$ cat src/rtl/core/spjq_pkg.sv
// Package with the shared types and codes of the sorted priority job queue.
`timescale 1ns / 1ps

package spjq_pkg;

  // Default number of job slots in the queue.
  localparam int unsigned SpjqDepth = 8;

  // Field widths of the channels.
  localparam int unsigned CmdW    = 2;
  localparam int unsigned IdW     = 16;
  localparam int unsigned PrioW   = 8;
  localparam int unsigned StatusW = 2;
  localparam int unsigned OccW    = 4;

  // Command codes of an input beat.
  typedef enum logic [CmdW-1:0] {
    CMD_ENQUEUE = 2'd0,
    CMD_DEQUEUE = 2'd1,
    CMD_LIST    = 2'd2,
    CMD_NONE    = 2'd3
  } spjq_cmd_e;

  // Status codes of a result beat.
  typedef enum logic [StatusW-1:0] {
    STATUS_DONE  = 2'd0,
    STATUS_FULL  = 2'd1,
    STATUS_EMPTY = 2'd2,
    STATUS_RSVD  = 2'd3
  } spjq_status_e;

  // One stored job.
  typedef struct packed {
    logic [IdW-1:0]   id;
    logic [PrioW-1:0] prio;
  } job_t;

  // Operation that every cell of the chain performs in a cycle.
  typedef enum logic [1:0] {
    OP_HOLD   = 2'd0,
    OP_INSERT = 2'd1,
    OP_SHIFT  = 2'd2,
    OP_ROTATE = 2'd3
  } spjq_op_e;

  // Control broadcast from the sequencer to all cells.
  typedef struct packed {
    spjq_op_e op;
    job_t     new_job;
  } cell_ctrl_t;

endpackage

$ cat src/rtl/core/spjq_if.sv
// Valid/ready channel interfaces for the job queue's input and result beats.
`timescale 1ns / 1ps

interface spjq_in_if;
  logic                     valid;
  logic                     ready;
  logic [spjq_pkg::CmdW-1:0]  command;
  logic [spjq_pkg::IdW-1:0]   job_id;
  logic [spjq_pkg::PrioW-1:0] job_priority;

  modport source (output valid, output command, output job_id, output job_priority,
                  input ready);
  modport sink (input valid, input command, input job_id, input job_priority,
                output ready);
endinterface

interface spjq_out_if;
  logic                        valid;
  logic                        ready;
  logic [spjq_pkg::StatusW-1:0] status;
  logic [spjq_pkg::IdW-1:0]     out_id;
  logic [spjq_pkg::PrioW-1:0]   out_priority;
  logic                        entry_valid;
  logic                        last;
  logic [spjq_pkg::OccW-1:0]    occupancy;

  modport source (output valid, output status, output out_id, output out_priority,
                  output entry_valid, output last, output occupancy, input ready);
  modport sink (input valid, input status, input out_id, input out_priority,
                input entry_valid, input last, input occupancy, output ready);
endinterface

$ cat src/rtl/core/spjq_cell.sv
// One slot of the sorted job chain; trades jobs with its two neighbors.
`timescale 1ns / 1ps

module spjq_cell (
  input  logic                 clk_i,
  input  logic                 rst_ni,
  input  spjq_pkg::cell_ctrl_t ctrl_i,
  input  spjq_pkg::job_t       head_job_i,
  input  logic                 left_valid_i,
  input  spjq_pkg::job_t       left_job_i,
  input  logic                 left_greater_i,
  input  logic                 right_valid_i,
  input  spjq_pkg::job_t       right_job_i,
  output logic                 valid_o,
  output spjq_pkg::job_t       job_o,
  output logic                 greater_o
);
  import spjq_pkg::*;

  logic valid_q, valid_d;
  job_t job_q, job_d;

  // A stored job that must step back to make room for the new one.
  assign greater_o = valid_q && (job_q.prio > ctrl_i.new_job.prio);

  // Next contents of the slot.
  always_comb begin
    valid_d = valid_q;
    job_d   = job_q;
    case (ctrl_i.op)
      OP_INSERT: begin
        if (left_greater_i) begin
          // The left neighbor's job moves back into this slot.
          valid_d = left_valid_i;
          job_d   = left_job_i;
        end else if ((!valid_q || greater_o) && left_valid_i) begin
          // This slot is the insertion point: the first free or greater slot
          // right behind an occupied slot that keeps its job.
          valid_d = 1'b1;
          job_d   = ctrl_i.new_job;
        end
      end
      OP_SHIFT: begin
        valid_d = right_valid_i;
        job_d   = right_job_i;
      end
      OP_ROTATE: begin
        // Walk the stored jobs toward the head; the tail slot takes the head.
        if (right_valid_i) begin
          job_d = right_job_i;
        end else if (valid_q) begin
          job_d = head_job_i;
        end
      end
      default: begin
      end
    endcase
  end

  // Occupancy flag is control state; the job itself needs no reset.
  always_ff @(posedge clk_i or negedge rst_ni) begin
    if (!rst_ni) begin
      valid_q <= 1'b0;
    end else begin
      valid_q <= valid_d;
    end
  end

  always_ff @(posedge clk_i) begin
    job_q <= job_d;
  end

  assign valid_o = valid_q;
  assign job_o   = job_q;

endmodule

$ cat src/rtl/core/spjq_chain.sv
// Row of job cells kept sorted by ascending priority, head at cell 0.
`timescale 1ns / 1ps

module spjq_chain #(
  parameter int unsigned DEPTH = spjq_pkg::SpjqDepth
) (
  input  logic                 clk_i,
  input  logic                 rst_ni,
  input  spjq_pkg::cell_ctrl_t ctrl_i,
  output spjq_pkg::job_t       head_job_o,
  output logic [DEPTH-1:0]     valid_o
);
  import spjq_pkg::*;

  logic [DEPTH-1:0] cell_valid;
  logic [DEPTH-1:0] cell_greater;
  job_t             cell_job [DEPTH];

  // Each cell sees its left and right neighbors. The head end looks like an
  // occupied slot whose job never steps back; the tail end sees an empty slot.
  for (genvar g = 0; g < DEPTH; g++) begin : g_cell
    logic l_valid, l_greater, r_valid;
    job_t l_job, r_job;

    if (g == 0) begin : g_left_end
      assign l_valid   = 1'b1;
      assign l_greater = 1'b0;
      assign l_job     = '0;
    end else begin : g_left
      assign l_valid   = cell_valid[g-1];
      assign l_greater = cell_greater[g-1];
      assign l_job     = cell_job[g-1];
    end

    if (g == DEPTH - 1) begin : g_right_end
      assign r_valid = 1'b0;
      assign r_job   = '0;
    end else begin : g_right
      assign r_valid = cell_valid[g+1];
      assign r_job   = cell_job[g+1];
    end

    spjq_cell u_cell (
      .clk_i          (clk_i),
      .rst_ni         (rst_ni),
      .ctrl_i         (ctrl_i),
      .head_job_i     (cell_job[0]),
      .left_valid_i   (l_valid),
      .left_job_i     (l_job),
      .left_greater_i (l_greater),
      .right_valid_i  (r_valid),
      .right_job_i    (r_job),
      .valid_o        (cell_valid[g]),
      .job_o          (cell_job[g]),
      .greater_o      (cell_greater[g])
    );
  end

  assign head_job_o = cell_job[0];
  assign valid_o    = cell_valid;

endmodule

$ cat src/rtl/core/sorted_priority_job_queue_unit.sv
// Top level of the sorted priority job queue: sequencer, result register, cell chain.
`timescale 1ns / 1ps
//
// Use: input beats on in_i carry a command (enqueue, dequeue, list) with a
// job id and priority; result beats on out_o carry a status, an optional
// job, a last flag and the queue occupancy after the operation.
// Jobs live in a chain of DEPTH cells kept sorted by priority, smaller first,
// equal priorities in arrival order.
// For an enqueue or dequeue that succeeds, the chain moves every job in the
// cycle that the input beat is taken; the single result appears in the output
// register in the next cycle. With the receiver ready, one such command is
// taken every cycle. A list of N stored jobs gives N result beats, on
// consecutive cycles while the receiver is ready; the chain rotates by one
// cell per beat, so the input is not ready until the last beat has been
// produced, and the order is restored when the last beat is sent.
// Command 3 gives no result and changes nothing.
// When the receiver stalls, the result register holds its beat and the input
// waits; a new command enters in the cycle that the held beat is taken.
// Reset empties the queue and drops any pending result; no clearing pass runs.
//
module sorted_priority_job_queue_unit #(
  parameter int unsigned DEPTH = spjq_pkg::SpjqDepth
) (
  input logic        clk_i,
  input logic        rst_ni,
  spjq_in_if.sink    in_i,
  spjq_out_if.source out_o
);
  import spjq_pkg::*;

  localparam int unsigned CntW = $clog2(DEPTH + 1);

  typedef enum logic {
    ST_IDLE,
    ST_LIST
  } state_e;

  state_e           state_q, state_d;
  logic [CntW-1:0]  count_q, count_d;
  logic [CntW-1:0]  list_left_q, list_left_d;
  logic             out_valid_q, out_valid_d;
  spjq_status_e     status_q, status_d;
  job_t             out_job_q, out_job_d;
  logic             entry_valid_q, entry_valid_d;
  logic             last_q, last_d;

  cell_ctrl_t       ctrl;
  job_t             head_job;
  logic [DEPTH-1:0] cell_valid;
  logic             slot_free;
  logic             in_acc;
  spjq_cmd_e        cmd;

  assign slot_free = !out_valid_q || out_o.ready;
  assign in_i.ready = (state_q == ST_IDLE) && slot_free;
  assign in_acc = in_i.valid && in_i.ready;
  assign cmd = spjq_cmd_e'(in_i.command);

  spjq_chain #(
    .DEPTH (DEPTH)
  ) u_chain (
    .clk_i      (clk_i),
    .rst_ni     (rst_ni),
    .ctrl_i     (ctrl),
    .head_job_o (head_job),
    .valid_o    (cell_valid)
  );

  // Sequencer: decode the command, steer the chain, build the result beat.
  always_comb begin
    state_d       = state_q;
    count_d       = count_q;
    list_left_d   = list_left_q;
    out_valid_d   = out_valid_q && !out_o.ready;
    status_d      = status_q;
    out_job_d     = out_job_q;
    entry_valid_d = entry_valid_q;
    last_d        = last_q;
    ctrl.op       = OP_HOLD;
    ctrl.new_job  = '{id: in_i.job_id, prio: in_i.job_priority};

    case (state_q)
      ST_IDLE: begin
        if (in_acc && cmd != CMD_NONE) begin
          out_valid_d   = 1'b1;
          status_d      = STATUS_DONE;
          out_job_d     = '0;
          entry_valid_d = 1'b0;
          last_d        = 1'b1;
          case (cmd)
            CMD_ENQUEUE: begin
              if (count_q == CntW'(DEPTH)) begin
                status_d = STATUS_FULL;
              end else begin
                ctrl.op = OP_INSERT;
                count_d = count_q + 1'b1;
              end
            end
            CMD_DEQUEUE: begin
              if (count_q == '0) begin
                status_d = STATUS_EMPTY;
              end else begin
                ctrl.op       = OP_SHIFT;
                count_d       = count_q - 1'b1;
                out_job_d     = head_job;
                entry_valid_d = 1'b1;
              end
            end
            CMD_LIST: begin
              if (count_q == '0) begin
                status_d = STATUS_EMPTY;
              end else begin
                ctrl.op       = OP_ROTATE;
                out_job_d     = head_job;
                entry_valid_d = 1'b1;
                last_d        = (count_q == CntW'(1));
                list_left_d   = count_q - 1'b1;
                if (count_q != CntW'(1)) begin
                  state_d = ST_LIST;
                end
              end
            end
            default: begin
            end
          endcase
        end
      end
      ST_LIST: begin
        // One stored job per beat, head first, rotating the chain behind it.
        if (slot_free) begin
          ctrl.op       = OP_ROTATE;
          out_valid_d   = 1'b1;
          status_d      = STATUS_DONE;
          out_job_d     = head_job;
          entry_valid_d = 1'b1;
          last_d        = (list_left_q == CntW'(1));
          list_left_d   = list_left_q - 1'b1;
          if (list_left_q == CntW'(1)) begin
            state_d = ST_IDLE;
          end
        end
      end
      default: begin
        state_d = ST_IDLE;
      end
    endcase
  end

  // State, count and the result register.
  always_ff @(posedge clk_i or negedge rst_ni) begin
    if (!rst_ni) begin
      state_q     <= ST_IDLE;
      count_q     <= '0;
      list_left_q <= '0;
      out_valid_q <= 1'b0;
    end else begin
      state_q     <= state_d;
      count_q     <= count_d;
      list_left_q <= list_left_d;
      out_valid_q <= out_valid_d;
    end
  end

  always_ff @(posedge clk_i) begin
    status_q      <= status_d;
    out_job_q     <= out_job_d;
    entry_valid_q <= entry_valid_d;
    last_q        <= last_d;
  end

  assign out_o.valid        = out_valid_q;
  assign out_o.status       = status_q;
  assign out_o.out_id       = out_job_q.id;
  assign out_o.out_priority = out_job_q.prio;
  assign out_o.entry_valid  = entry_valid_q;
  assign out_o.last         = last_q;
  assign out_o.occupancy    = OccW'(count_q);

`ifndef SYNTH
  // The count never passes the number of cells.
  a_count_bound: assert property (@(posedge clk_i) disable iff (!rst_ni)
    count_q <= CntW'(DEPTH))
    else $error("job count exceeds queue depth");

  // The occupied cells always match the job count.
  a_cells_match_count: assert property (@(posedge clk_i) disable iff (!rst_ni)
    $countones(cell_valid) == int'(count_q))
    else $error("occupied cells disagree with job count");

  // Occupied cells form one block starting at the head.
  a_cells_packed: assert property (@(posedge clk_i) disable iff (!rst_ni)
    (cell_valid & (cell_valid + 1'b1)) == '0)
    else $error("occupied cells are not packed at the head");

  // A held result beat is not overwritten.
  a_result_held: assert property (@(posedge clk_i) disable iff (!rst_ni)
    out_valid_q && !out_o.ready |=> out_valid_q && $stable(out_job_q) && $stable(last_q))
    else $error("stalled result beat changed");

  // A list in progress keeps the input closed.
  a_list_blocks_input: assert property (@(posedge clk_i) disable iff (!rst_ni)
    state_q == ST_LIST |-> !in_i.ready)
    else $error("input accepted during a list");
`endif

endmodule
$ cat src/flat_wrapper.sv
// flat-port wrapper written by rule: the top's interface ports become plain ports
module sorted_priority_job_queue_unit_flat import spjq_pkg::*;
#(
  parameter int unsigned DEPTH = spjq_pkg::SpjqDepth
)
  (clk_i, rst_ni, in_i_valid, in_i_command, in_i_job_id, in_i_job_priority, in_i_ready, out_o_valid, out_o_status, out_o_out_id, out_o_out_priority, out_o_entry_valid, out_o_last, out_o_occupancy, out_o_ready);
  spjq_in_if in_i_i ();
  spjq_out_if out_o_i ();
  input logic clk_i;
  input logic rst_ni;
  input wire logic [$bits(in_i_i.valid)-1:0] in_i_valid;
  input wire logic [$bits(in_i_i.command)-1:0] in_i_command;
  input wire logic [$bits(in_i_i.job_id)-1:0] in_i_job_id;
  input wire logic [$bits(in_i_i.job_priority)-1:0] in_i_job_priority;
  output wire logic [$bits(in_i_i.ready)-1:0] in_i_ready;
  output wire logic [$bits(out_o_i.valid)-1:0] out_o_valid;
  output wire logic [$bits(out_o_i.status)-1:0] out_o_status;
  output wire logic [$bits(out_o_i.out_id)-1:0] out_o_out_id;
  output wire logic [$bits(out_o_i.out_priority)-1:0] out_o_out_priority;
  output wire logic [$bits(out_o_i.entry_valid)-1:0] out_o_entry_valid;
  output wire logic [$bits(out_o_i.last)-1:0] out_o_last;
  output wire logic [$bits(out_o_i.occupancy)-1:0] out_o_occupancy;
  input wire logic [$bits(out_o_i.ready)-1:0] out_o_ready;
  assign in_i_i.valid = in_i_valid;
  assign in_i_i.command = in_i_command;
  assign in_i_i.job_id = in_i_job_id;
  assign in_i_i.job_priority = in_i_job_priority;
  assign in_i_ready = in_i_i.ready;
  assign out_o_valid = out_o_i.valid;
  assign out_o_status = out_o_i.status;
  assign out_o_out_id = out_o_i.out_id;
  assign out_o_out_priority = out_o_i.out_priority;
  assign out_o_entry_valid = out_o_i.entry_valid;
  assign out_o_last = out_o_i.last;
  assign out_o_occupancy = out_o_i.occupancy;
  assign out_o_i.ready = out_o_ready;
  sorted_priority_job_queue_unit #(.DEPTH(DEPTH)) u_core (.clk_i(clk_i), .rst_ni(rst_ni), .in_i(in_i_i), .out_o(out_o_i));
endmodule
$ cat config.mk
export PLATFORM = sky130hd
export DESIGN_NAME = sorted_priority_job_queue_unit_flat
export DESIGN_NICKNAME = d
export VERILOG_FILES = /design/src/rtl/core/spjq_pkg.sv /design/src/rtl/core/spjq_if.sv /design/src/rtl/core/spjq_cell.sv /design/src/rtl/core/spjq_chain.sv /design/src/rtl/core/sorted_priority_job_queue_unit.sv /design/src/flat_wrapper.sv
export SDC_FILE = /design/constraint.sdc
export NUM_CORES = 1
export LEC_CHECK = 0
export BUFFER_PORTS_ARGS = -buffer_cell sky130_fd_sc_hd__clkbuf_2
export CAP_MARGIN = 20
export CORE_MARGIN = 2
export CORE_UTILIZATION = 30
export CTS_BUF_LIST = sky130_fd_sc_hd__clkbuf_16
export CTS_CLUSTER_SIZE = 20
export DETAILED_ROUTE_END_ITERATION = 6
export GPL_TIMING_DRIVEN = 0
export PLACE_DENSITY = 0.45
export SLEW_MARGIN = 10
export SYNTH_ARGS = -nofsm -noshare
export SYNTH_HDL_FRONTEND = slang
export SYNTH_SLANG_ARGS = --single-unit
$ cat constraint.sdc
create_clock -name clk_i -period 11 [get_ports clk_i]
set_input_delay 0.55 -clock clk_i [delete_from_list [all_inputs] [get_ports clk_i]]
set_output_delay 0.55 -clock clk_i [all_outputs]
set_load 0.005 [all_outputs]
### After elaboration in Yosys (flattened, before gate mapping)

Index checks and enable logic that the tools add are counted.

| cells by class | value |
|---|---|
| $mul | 0 |
| magnitude comparators | 8 |
| shifts and indexed selects | 0 |
| div/mod/pow operators | 0 |
| bitwise logic cells | 1 |
| reductions and logical operators | 63 |
| equal/unequal tests | 32 |
| multiplexer cells | 105 |
| add/subtract/negate cells | 3 |

Operators by type and width:

| operator | count |
|---|---|
| $mux 24 | 33 |
| $pmux 24 s3 | 8 |
| $gt 8x8->1 | 8 |
| $pmux 24 s2 | 1 |
| $ne 3x1->1 const B | 13 |
| $mux 1 | 33 |
| $pmux 1 s2 | 12 |
| $reduce_and 3->1 | 8 |
| $mux 4 | 5 |
| $logic_and 1x1->1 | 19 |
| $reduce_and 2->1 | 9 |
| $pmux 4 s2 | 2 |
| $mux 2 | 7 |
| $ne 2x2->1 const B | 7 |
| $pmux 2 s2 | 3 |
| $logic_not 1->1 | 10 |
| $logic_or 1x1->1 | 9 |
| $eq 4x1->1 const B | 2 |
| $sub 4x1->4 const B | 2 |
| $eq 2x2->1 const B | 3 |
| $ne 2x1->1 const B | 3 |
| $pmux 2 s3 | 1 |
| $reduce_and 5->1 | 1 |
| $add 4x1->4 const B | 1 |
| other kinds (10) | 12 |

| word-level totals | value |
|---|---|
| memory bits (writable) | 0 |
| logic and storage cells | 245 |
| bits in latches | 0 |
| flip-flop bits (word level) | 238 |
| output and inout bits | 34 |
| bits in read-only memories | 0 |
| memories | 0 |
| input bits | 30 |

### Logic depth before layout (Yosys ltp)

Gate-level depths: netlist of run 1.

| logic depth | value |
|---|---|
| word-level depth | 10 |
| depth in mapped cells | 14 |
| gate-level depth less buffers | 12 |

### Cells and area by module

Synthesis of run 1 repeated with hierarchy kept, for this count alone.

| second synthesis, totals | value |
|---|---|
| cell total of the unflattened synthesis | 1548 |
| area total of the unflattened synthesis | 16285.6 µm² |

Modules (own cells, without submodules):

| module | seq. area each (µm²) | cells an instance | area an instance (µm²) | times used |
|---|---|---|---|---|
| spjq_cell at u_core.u_chain.g_cell[3].u_cell ... | 745.7 | 173 | 1790.5 | 5 |
| spjq_cell at u_core.u_chain.g_cell[0].u_cell ... | 745.7 | 173 | 1800.5 | 3 |
| sorted_priority_job_queue_unit | 1091.0 | 154 | 1864.3 | 1 |
| spjq_chain | 0.0 | 10 | 67.6 | 1 |

### Worst setup path before layout of run 1

No wires, ideal clock.

| timing path | value |
|---|---|
| path type | input-to-reg |
| start | in out_o_ready |
| end | reg u_core.u_chain.g_cell[0].u_cell.job_q, in the netlist u_core.u_chain.g_cell[0].u_cell.job_o[0], enable pin |
| path buffers | 1 |
| data required time | 10.555 ns |
| path slack | 6.132 ns |
| stages on the path | 10 |
| data arrival time | 4.423 ns |
| setup time | 0.445 ns |
| cell sequence | nor2b_1 nor2_1 nand2_1 nand2_1 a31o_2 ha_1 clkbuf_1 nand4_1 o21ai_0 a221oi_1 |

| on the way | value |
|---|---|
| word-level cells in the longest chain between the ends | 9 |
| elaborated cells between the ends (all ways) | 14 |
| those cells by class | eq/ne (5); mux (3); reduce/logical (6) |

Ends and longest elaborated chain:

| item | RTL line | source |
|---|---|---|
| start: declaration | flat_wrapper.sv:23 | `input wire logic [$bits(out_o_i.ready)-1:0] out_o_ready;` |
| $logic_or 1x1->1 (*) | sorted_priority_job_queue_unit.sv:54 | `assign slot_free = !out_valid_q \|\| out_o.ready;` |
| $logic_and 1x1->1 (*) | sorted_priority_job_queue_unit.sv:55 | `assign in_i.ready = (state_q == ST_IDLE) && slot_free;` |
| named net in_i_ready | flat_wrapper.sv:15 | `output wire logic [$bits(in_i_i.ready)-1:0] in_i_ready;` |
| $logic_and 1x1->1 (*) | sorted_priority_job_queue_unit.sv:56 | `assign in_acc = in_i.valid && in_i.ready;` |
| $logic_and 1x1->1 (*) | sorted_priority_job_queue_unit.sv:84 | `if (in_acc && cmd != CMD_NONE) begin` |
| $mux 2 (*) | sorted_priority_job_queue_unit.sv:84 |  |
| $pmux 2 s2 (*) | sorted_priority_job_queue_unit.sv:82 | `case (state_q)` |
| $eq 2x2->1 / $eq 2x1->1 (equally long branches) | spjq_cell.sv:30 | `case (ctrl_i.op)` |
| $ne 2x1->1 (no line) / $reduce_bool 3->1 (equally long branches) | n/a |  |
| $reduce_and 3->1 (no line) (*) | n/a |  |
| end signal: assignment | spjq_cell.sv:70 | `job_q <= job_d;` |
| end: declaration | spjq_cell.sv:21 | `job_t job_q, job_d;` |

The timed path passes the listed nets; every way through them passes the cells marked *.
A chain may end at the register's enable or synchronous reset.

==> results of run 1 <==
## final timing paths
path	from	to	cells past startpoint
setup reg to reg	u_core.out_o.occupancy[0]	u_core.u_chain.g_cell[7].u_cell.job_o[8]	14
hold reg to reg	u_core.u_chain.g_cell[1].u_cell.job_o[11]	u_core.u_chain.g_cell[0].u_cell.job_o[11]	2
setup / recovery	u_core.out_o.occupancy[0]	u_core.u_chain.g_cell[7].u_cell.job_o[8]	14
min in group asynchronous	rst_ni	u_core.out_o.occupancy[1]	2
max in group asynchronous	rst_ni	u_core.u_chain.g_cell[3].u_cell.valid_o	2
hold / removal	in_i_job_id[4]	u_core.u_chain.g_cell[2].u_cell.job_o[12]	3
## registers in the layout (all words and copies together), names as in the netlist
| name | count |
|---|---|
| u_core.out_o.last | 1 |
| u_core.u_chain.g_cell.u_cell.job_o | 192 |
| u_core.state_q | 1 |
| u_core.out_o.status | 2 |
| u_core.out_o.out_priority | 8 |
| u_core.list_left_q | 4 |
| u_core.out_o.occupancy | 4 |
| u_core.out_o.valid | 1 |
| u_core.out_o.out_id | 16 |
| u_core.out_o.entry_valid | 1 |
| u_core.u_chain.g_cell.u_cell.valid_o | 8 |
## per-stage QoR
stage,utilization (%),hold slack (ns),instance area [sq um]
final,35.2,0.319,17600
after global routing,35.2,0.331,17600
after CTS,35.2,0.312,17600
after detailed placement,33.4,0.534,16700
after global placement,32.6,0.510,16300
after floorplan,-,0.254,15200
## layout make-up
class,count,area share [%]
sequential,238,40.0
antenna,1,0.0142
buffer,157,3.72
multi-input combinational,1088,42.2
tap,672,4.77
clock buffer,31,4.40
clock inverter,24,0.703
inverter,37,0.788
timing repair buffer,75,3.34
## cell usage after synthesis (8+ instances only)
cell type / count / area [sq um]
a21oi_1: 84 / 420
a22oi_1: 72 / 541
a311o_1: 25 / 250
a31oi_1: 8 / 50.1
and2_1: 9 / 56.3
buf_2: 17 / 85.1
clkbuf_1: 129 / 484
dfrtp_1: 18 / 450
edfxtp_1: 220 / 6610
ha_1: 77 / 963
inv_1: 35 / 131
mux2i_1: 76 / 761
nand2_1: 162 / 608
nand4_1: 156 / 976
nor2_1: 70 / 263
nor2b_1: 32 / 200
nor3_1: 30 / 150
o211ai_1: 152 / 1140
o21ai_0: 47 / 235
## logic make-up (layout without fill, tap and decap cells)
logic type	after synthesis	count (layout)	synth area share, %
other cells	0	1	0
simple gates	491	491	16.4
buf+inv	194	324	5.23
fa+ha+maj	77	77	6.35
xor+xnor	6	6	0.346
mux	77	77	5.09
flops	238	238	46.5
compound gates	437	437	20.1
## layer usage
metal | vias up | routed length [um] | global-route usage [%]
met5 | - | 98 | 1.29
met4 | 2 | 2220 | 8.62
li1 | 6170 | - | -
met1 | 6884 | 27200 | 31.9
met2 | 711 | 29800 | 39.7
met3 | 135 | 5460 | 4.64
## tightest hold or removal path, stage by stage
cell	delay, ns
clkbuf_2	0.09
nand4_1	0.07
o211ai_1	0.09
==> run metrics, run 1 <==
Remaining DRCs 0; Fin. Hold Viols 0; WS Path Type reg2reg; synthesized cell area 15200 sq um; largest net degree at the start of global routing 21; Tcrit/Tclk final 47.2%; HPWL after DPL 45.7 mm; Worst-Margin Slew 1.11 ns; post-route insts no fill 2323; Initial Util 30.3%; sequential cell area 7060 sq um; drt wl/cell 27.9 um; Iteration-0 DRC Markers 1535; CTS sink cnt 238; Period minus WS final 5.19 ns; DRT Pass-1 Iters 5; Setup crit end kind register; Syn-to-layout area delta 16.2%; clk_lat worst skew 0.60 ns; core area 50100 sq um; Die Y 229 um; Peak Freq 192 MHz; Mean Syn Cell Area 9.98 sq um; row cnt 82; Total GRT Usage 24.3%; Resize count post-CTS 0; initial antenna violation count 0; fillers 5111; Slew Viols, Final 0; CP required 11.45 ns; final-stage net count 1735; vias in the first global route 14104; # setup viols final 0; Post-synth EDFFs 220; Via density 5.98; Syn Nets 1627; CTS root buffer clkbuf_16; die area 52400 sq um; DRT Wirelength 64.8 mm; Port Buffers 63; post-synth cell types 63; hold_buf cts 1; critical path's top delay family buffers and inverters; RSZ-0062 raised after global routing false; routability cong. 0.890; FF+latch count, synth 238; multi-input logic area 7450 sq um; CTS Buffer Depth 3; DIE WIDTH 229 um; CTS tree yes; commonest non-fill, non-tap cell in the layout edfxtp_1; layout cells sized above 1 9.39%; Tightest Hold Check Type in2reg; commonest non-fill, non-tap cells in the layout edfxtp_1 (220), nand2_1 (161), nand4_1 (156), o211ai_1 (152), clkbuf_1 (129); Ports 64; slew margin rel. 25.8%; outcome completed; final worst slack 5.81 ns; Critical Path, Cell by Cell inv_1 -> ha_1 -> or3b_1 -> nand4b_1 -> o21ai_1 -> a31oi_1 -> ha_1 -> clkbuf_1 -> nor2_2 -> buf_2 -> buf_2 -> clkbuf_1 -> nand4_1 -> o211ai_1; ys async rst share 7.56%; Synth Flop Type edfxtp_1; # Max-Cap Violations 0; CP max stage cell clkbuf_1; Routed Antenna Nets 0; detailed-route via count 13902; clock slew at reported path FFs 0.06 ns; crit path DAT 5.64 ns; first-pass GRT wire length 94.7 mm; cells after synthesis 1520; # Post-CTS Setup Buffers 0; yosys warns 0; worst reg-to-reg setup slack 5.81 ns; Setup TNS Final 0 ns; crit start category register; CTS Buf Count 31; skew final 0.0199 ns; Place WS 5.94 ns; htree depth 1; Seq/Total Area, Yosys 46.5%; CP peak stage delay 0.76 ns; grt total ovfl 0; WP buf/inv 5; largest fanout on the critical path 10; placed insts 2266
Power of run 1 is not shown: default switching activity piles up to over one toggle a cycle in this logic, so the estimate is an artifact.
==> run 2, diff against run 1 <==
--- a/config.mk
+++ b/config.mk
@@ -5,6 +5,7 @@
 export SDC_FILE = /design/constraint.sdc
 export NUM_CORES = 1
 export LEC_CHECK = 0
+export ABC_AREA = 1
 export BUFFER_PORTS_ARGS = -buffer_cell sky130_fd_sc_hd__clkbuf_2
 export CAP_MARGIN = 20
 export CORE_MARGIN = 2
==> constraint.sdc (replaced) <==
create_clock -name clk_i -period 5.1 [get_ports clk_i]
set_input_delay 0.255 -clock clk_i [delete_from_list [all_inputs] [get_ports clk_i]]
set_output_delay 0.255 -clock clk_i [all_outputs]
set_load 0.005 [all_outputs]
==> run 2 against run 1 <==
Non-clock buffer count decreased by 68. Highest routed layer is now met4. Maximum frequency increased by 27%. Routed wire length decreased by 14%. Critical endpoint is now u_core.u_chain.g_cell[2].u_cell.job_o[13].
==> run metrics, run 2 <==
max FFs per register 192 (unchanged); CTS Buf Count 34 (was 31); worst reg-to-reg path cell count 16 (was 14); slew margin rel. 37.7% (was 25.8%); first-pass GRT wire length 82.3 mm (was 94.7 mm); CTS Buffer Depth 3 (unchanged); DRT Wirelength 55.7 mm (was 64.8 mm); grt total ovfl 0 (unchanged); CTS sink cnt 238 (unchanged); Setup crit end kind register (unchanged); Initial Util 30.2% (was 30.3%); Synth top area share 45.0% (was 43.5%); layout cells sized above 1 12.9% (was 9.39%); post-synth cell types 40 (was 63); Total GRT Usage 22.1% (was 24.3%); Remaining DRCs 0 (unchanged); Tcrit/Tclk final 80.4% (was 47.2%); Period minus WS final 4.10 ns (was 5.19 ns); Peak Freq 244 MHz (was 192 MHz); RR Startpoint u_core.out_o.valid (was u_core.out_o.occupancy[0]); skew final 0.0169 ns (was 0.0199 ns); Synth Flop Type edfxtp_1 (unchanged); DIE WIDTH 225 um (was 229 um); Post-synth EDFFs 220 (unchanged); worst reg-to-reg setup slack 1.0 ns (was 5.81 ns); vias in the first global route 12913 (was 14104); hold_ws 0.0740 ns (was 0.319 ns); Syn Nets 1850 (was 1627); Worst-Margin Slew 0.935 ns (was 1.11 ns); clock slew at reported path FFs 0.05 ns (was 0.06 ns); Fin. Hold Viols 0 (unchanged); htree depth 2 (was 1); crit path DAT 4.35 ns (was 5.64 ns); die area 50700 sq um (was 52400 sq um); # Post-CTS Setup Buffers 0 (unchanged); CTS tree yes (unchanged); Seq/Total Area, Yosys 48.1% (was 46.5%); FF+latch count, synth 238 (unchanged); Slew Viols, Final 0 (unchanged); Routed Antenna Nets 0 (unchanged); routability cong. 0.860 (was 0.890); top cells by area, synth edfxtp_1 (45%), nand2_1 (11%), ha_1 (6.6%) (was edfxtp_1 (44%), o211ai_1 (7.5%), nand4_1 (6.4%)); commonest non-fill, non-tap cell in the layout nand2_1 (was edfxtp_1); largest fanout on the critical path 18 (was 10); WS Path Type reg2reg (unchanged); Syn-to-layout area delta 16.2% (about the same); detailed-route via count 13032 (was 13902); count leader, synth nand2_1 (was edfxtp_1); clk_lat worst skew 0.54 ns (was 0.60 ns); Iteration-0 DRC Markers 1190 (was 1535); Die Y 225 um (was 229 um); Tightest Hold Check Type in2reg (unchanged); largest net degree at the start of global routing 25 (was 21); post-synth top area cell edfxtp_1 (unchanged); row cnt 81 (was 82); WHS Path Cells 3 (unchanged); HPWL after DPL 39.6 mm (was 45.7 mm); drt wl/cell 22.3 um (was 27.9 um); RR Endpoint u_core.u_chain.g_cell[2].u_cell.job_o[13] (was u_core.u_chain.g_cell[7].u_cell.job_o[8]); initial antenna violation count 0 (unchanged); Ports 64 (unchanged); synthesized cell area 14700 sq um (was 15200 sq um); ant diodes 0 (was 1); DRT Pass-1 Iters 6 (was 5); cells after synthesis 1743 (was 1520); yosys warns 0 (unchanged); CTS root buffer clkbuf_16 (unchanged); # Max-Cap Violations 0 (unchanged); fillers 5096 (was 5111); hold path start out_o_ready (was in_i_job_id[4]); Endpoint, Worst Hold u_core.out_o.valid (was u_core.u_chain.g_cell[2].u_cell.job_o[12]); RSZ-0062 raised after global routing false (unchanged); core area 48600 sq um (was 50100 sq um); CP required 5.35 ns (was 11.45 ns); crit start category register (unchanged); Via density 5.22 (was 5.98); commonest non-fill, non-tap cells in the layout nand2_1 (425), inv_1 (225), edfxtp_1 (220), a21oi_1 (185), o21ai_1 (149) (was edfxtp_1 (220), nand2_1 (161), nand4_1 (156), o211ai_1 (152), clkbuf_1 (129)); outcome completed (unchanged); Mean Syn Cell Area 8.42 sq um (was 9.98 sq um); final-stage net count 1958 (was 1735); ys async rst share 7.56% (unchanged); Port Buffers 63 (unchanged); # setup viols final 0 (unchanged); synth cell count leaders nand2_1 (426), edfxtp_1 (220), inv_1 (216) (was edfxtp_1 (220), nand2_1 (162), nand4_1 (156))
## run 2: worst max-delay path by stage
stage                        from                                   endpoint  slack (ns)  cells past startpoint
3_5_place_dp   u_core.out_o.valid  u_core.u_chain.g_cell[2].u_cell.job_o[12]        0.90                     16
4_1_cts        u_core.out_o.valid  u_core.u_chain.g_cell[4].u_cell.job_o[11]        0.87                     16
3_3_place_gp   u_core.out_o.valid  u_core.u_chain.g_cell[4].u_cell.job_o[10]       -1.69                     14
2_1_floorplan  u_core.out_o.valid   u_core.u_chain.g_cell[3].u_cell.job_o[0]        1.03                     14
6_report       u_core.out_o.valid  u_core.u_chain.g_cell[2].u_cell.job_o[13]         1.0                     16
5_1_grt        u_core.out_o.valid  u_core.u_chain.g_cell[6].u_cell.job_o[12]        0.65                     16
## run 2: cell type report
type / count / area (sq um) / share of cell area (%)
Buffer: 92 / 524 / 3.07
Sequential cell: 238 / 7060 / 41.4
Timing Repair Buffer: 72 / 538 / 3.15
Clock inverter: 23 / 128 / 0.748
Multi-Input combinational cell: 1168 / 6230 / 36.5
Tap cell: 622 / 778 / 4.56
Inverter: 245 / 922 / 5.41
Clock buffer: 35 / 876 / 5.13
## run 2: through the flow
step / TNS [ns] / std cells / worst slack, ns / util (%) / cell area [sq um]
after floorplan: 0 / 1743 / 1.03 / - / 14700
after global placement: -264.28 / 2428 / -1.69 / 32.4 / 15800
after detailed placement: 0 / 2436 / 0.902 / 33.0 / 16000
after CTS: 0 / 2495 / 0.872 / 35.1 / 17100
after global routing: 0 / 2495 / 0.650 / 35.1 / 17100
final: 0 / 2495 / 0.997 / 35.1 / 17100
## run 2: per-layer routing
| metal | global-route usage, % | vias to the layer above | wire, um |
|---|---|---|---|
| met5 | 0 | - | 0 |
| met4 | 8.12 | 0 | 1790 |
| met3 | 2.70 | 107 | 3440 |
| met2 | 35.5 | 529 | 25200 |
| met1 | 30.6 | 6195 | 25300 |
| li1 | - | 6201 | - |
## run 2: what timing repair did
action,4_1_cts,5_1_grt
hold buffers,1,0
endpoints found under the hold margin,18,0
gates resized for setup,0,0
## run 2: cells by family (layout without fill, tap and decap cells)
logic type	after synthesis	in the layout	share of synthesized area, %
flip-flops	238	238	48.1
buffers and inverters	337	467	9.85
AND/OR/NAND/NOR	525	525	14.2
AO/OA/AOI/OAI	562	562	21.1
XOR/XNOR	4	4	0.239
adder cells (fa/ha/maj)	77	77	6.56
## run 2: critical path, cell delays in order (launching register included)
cell     delay (ns)
dfrtp_1        0.35
inv_1          0.04
or2_1          0.27
nand3_1        0.17
nand2_2        0.34
buf_12         0.30
o21ai_0        0.17
inv_1          0.12
ha_1           0.26
buf_4          0.21
inv_4          0.13
nor2_2         0.05
inv_2          0.15
buf_2          0.36
o21ai_1        0.15
nor2_4         0.47
buf_16         0.24
Power of run 2 is left out for the same reason.
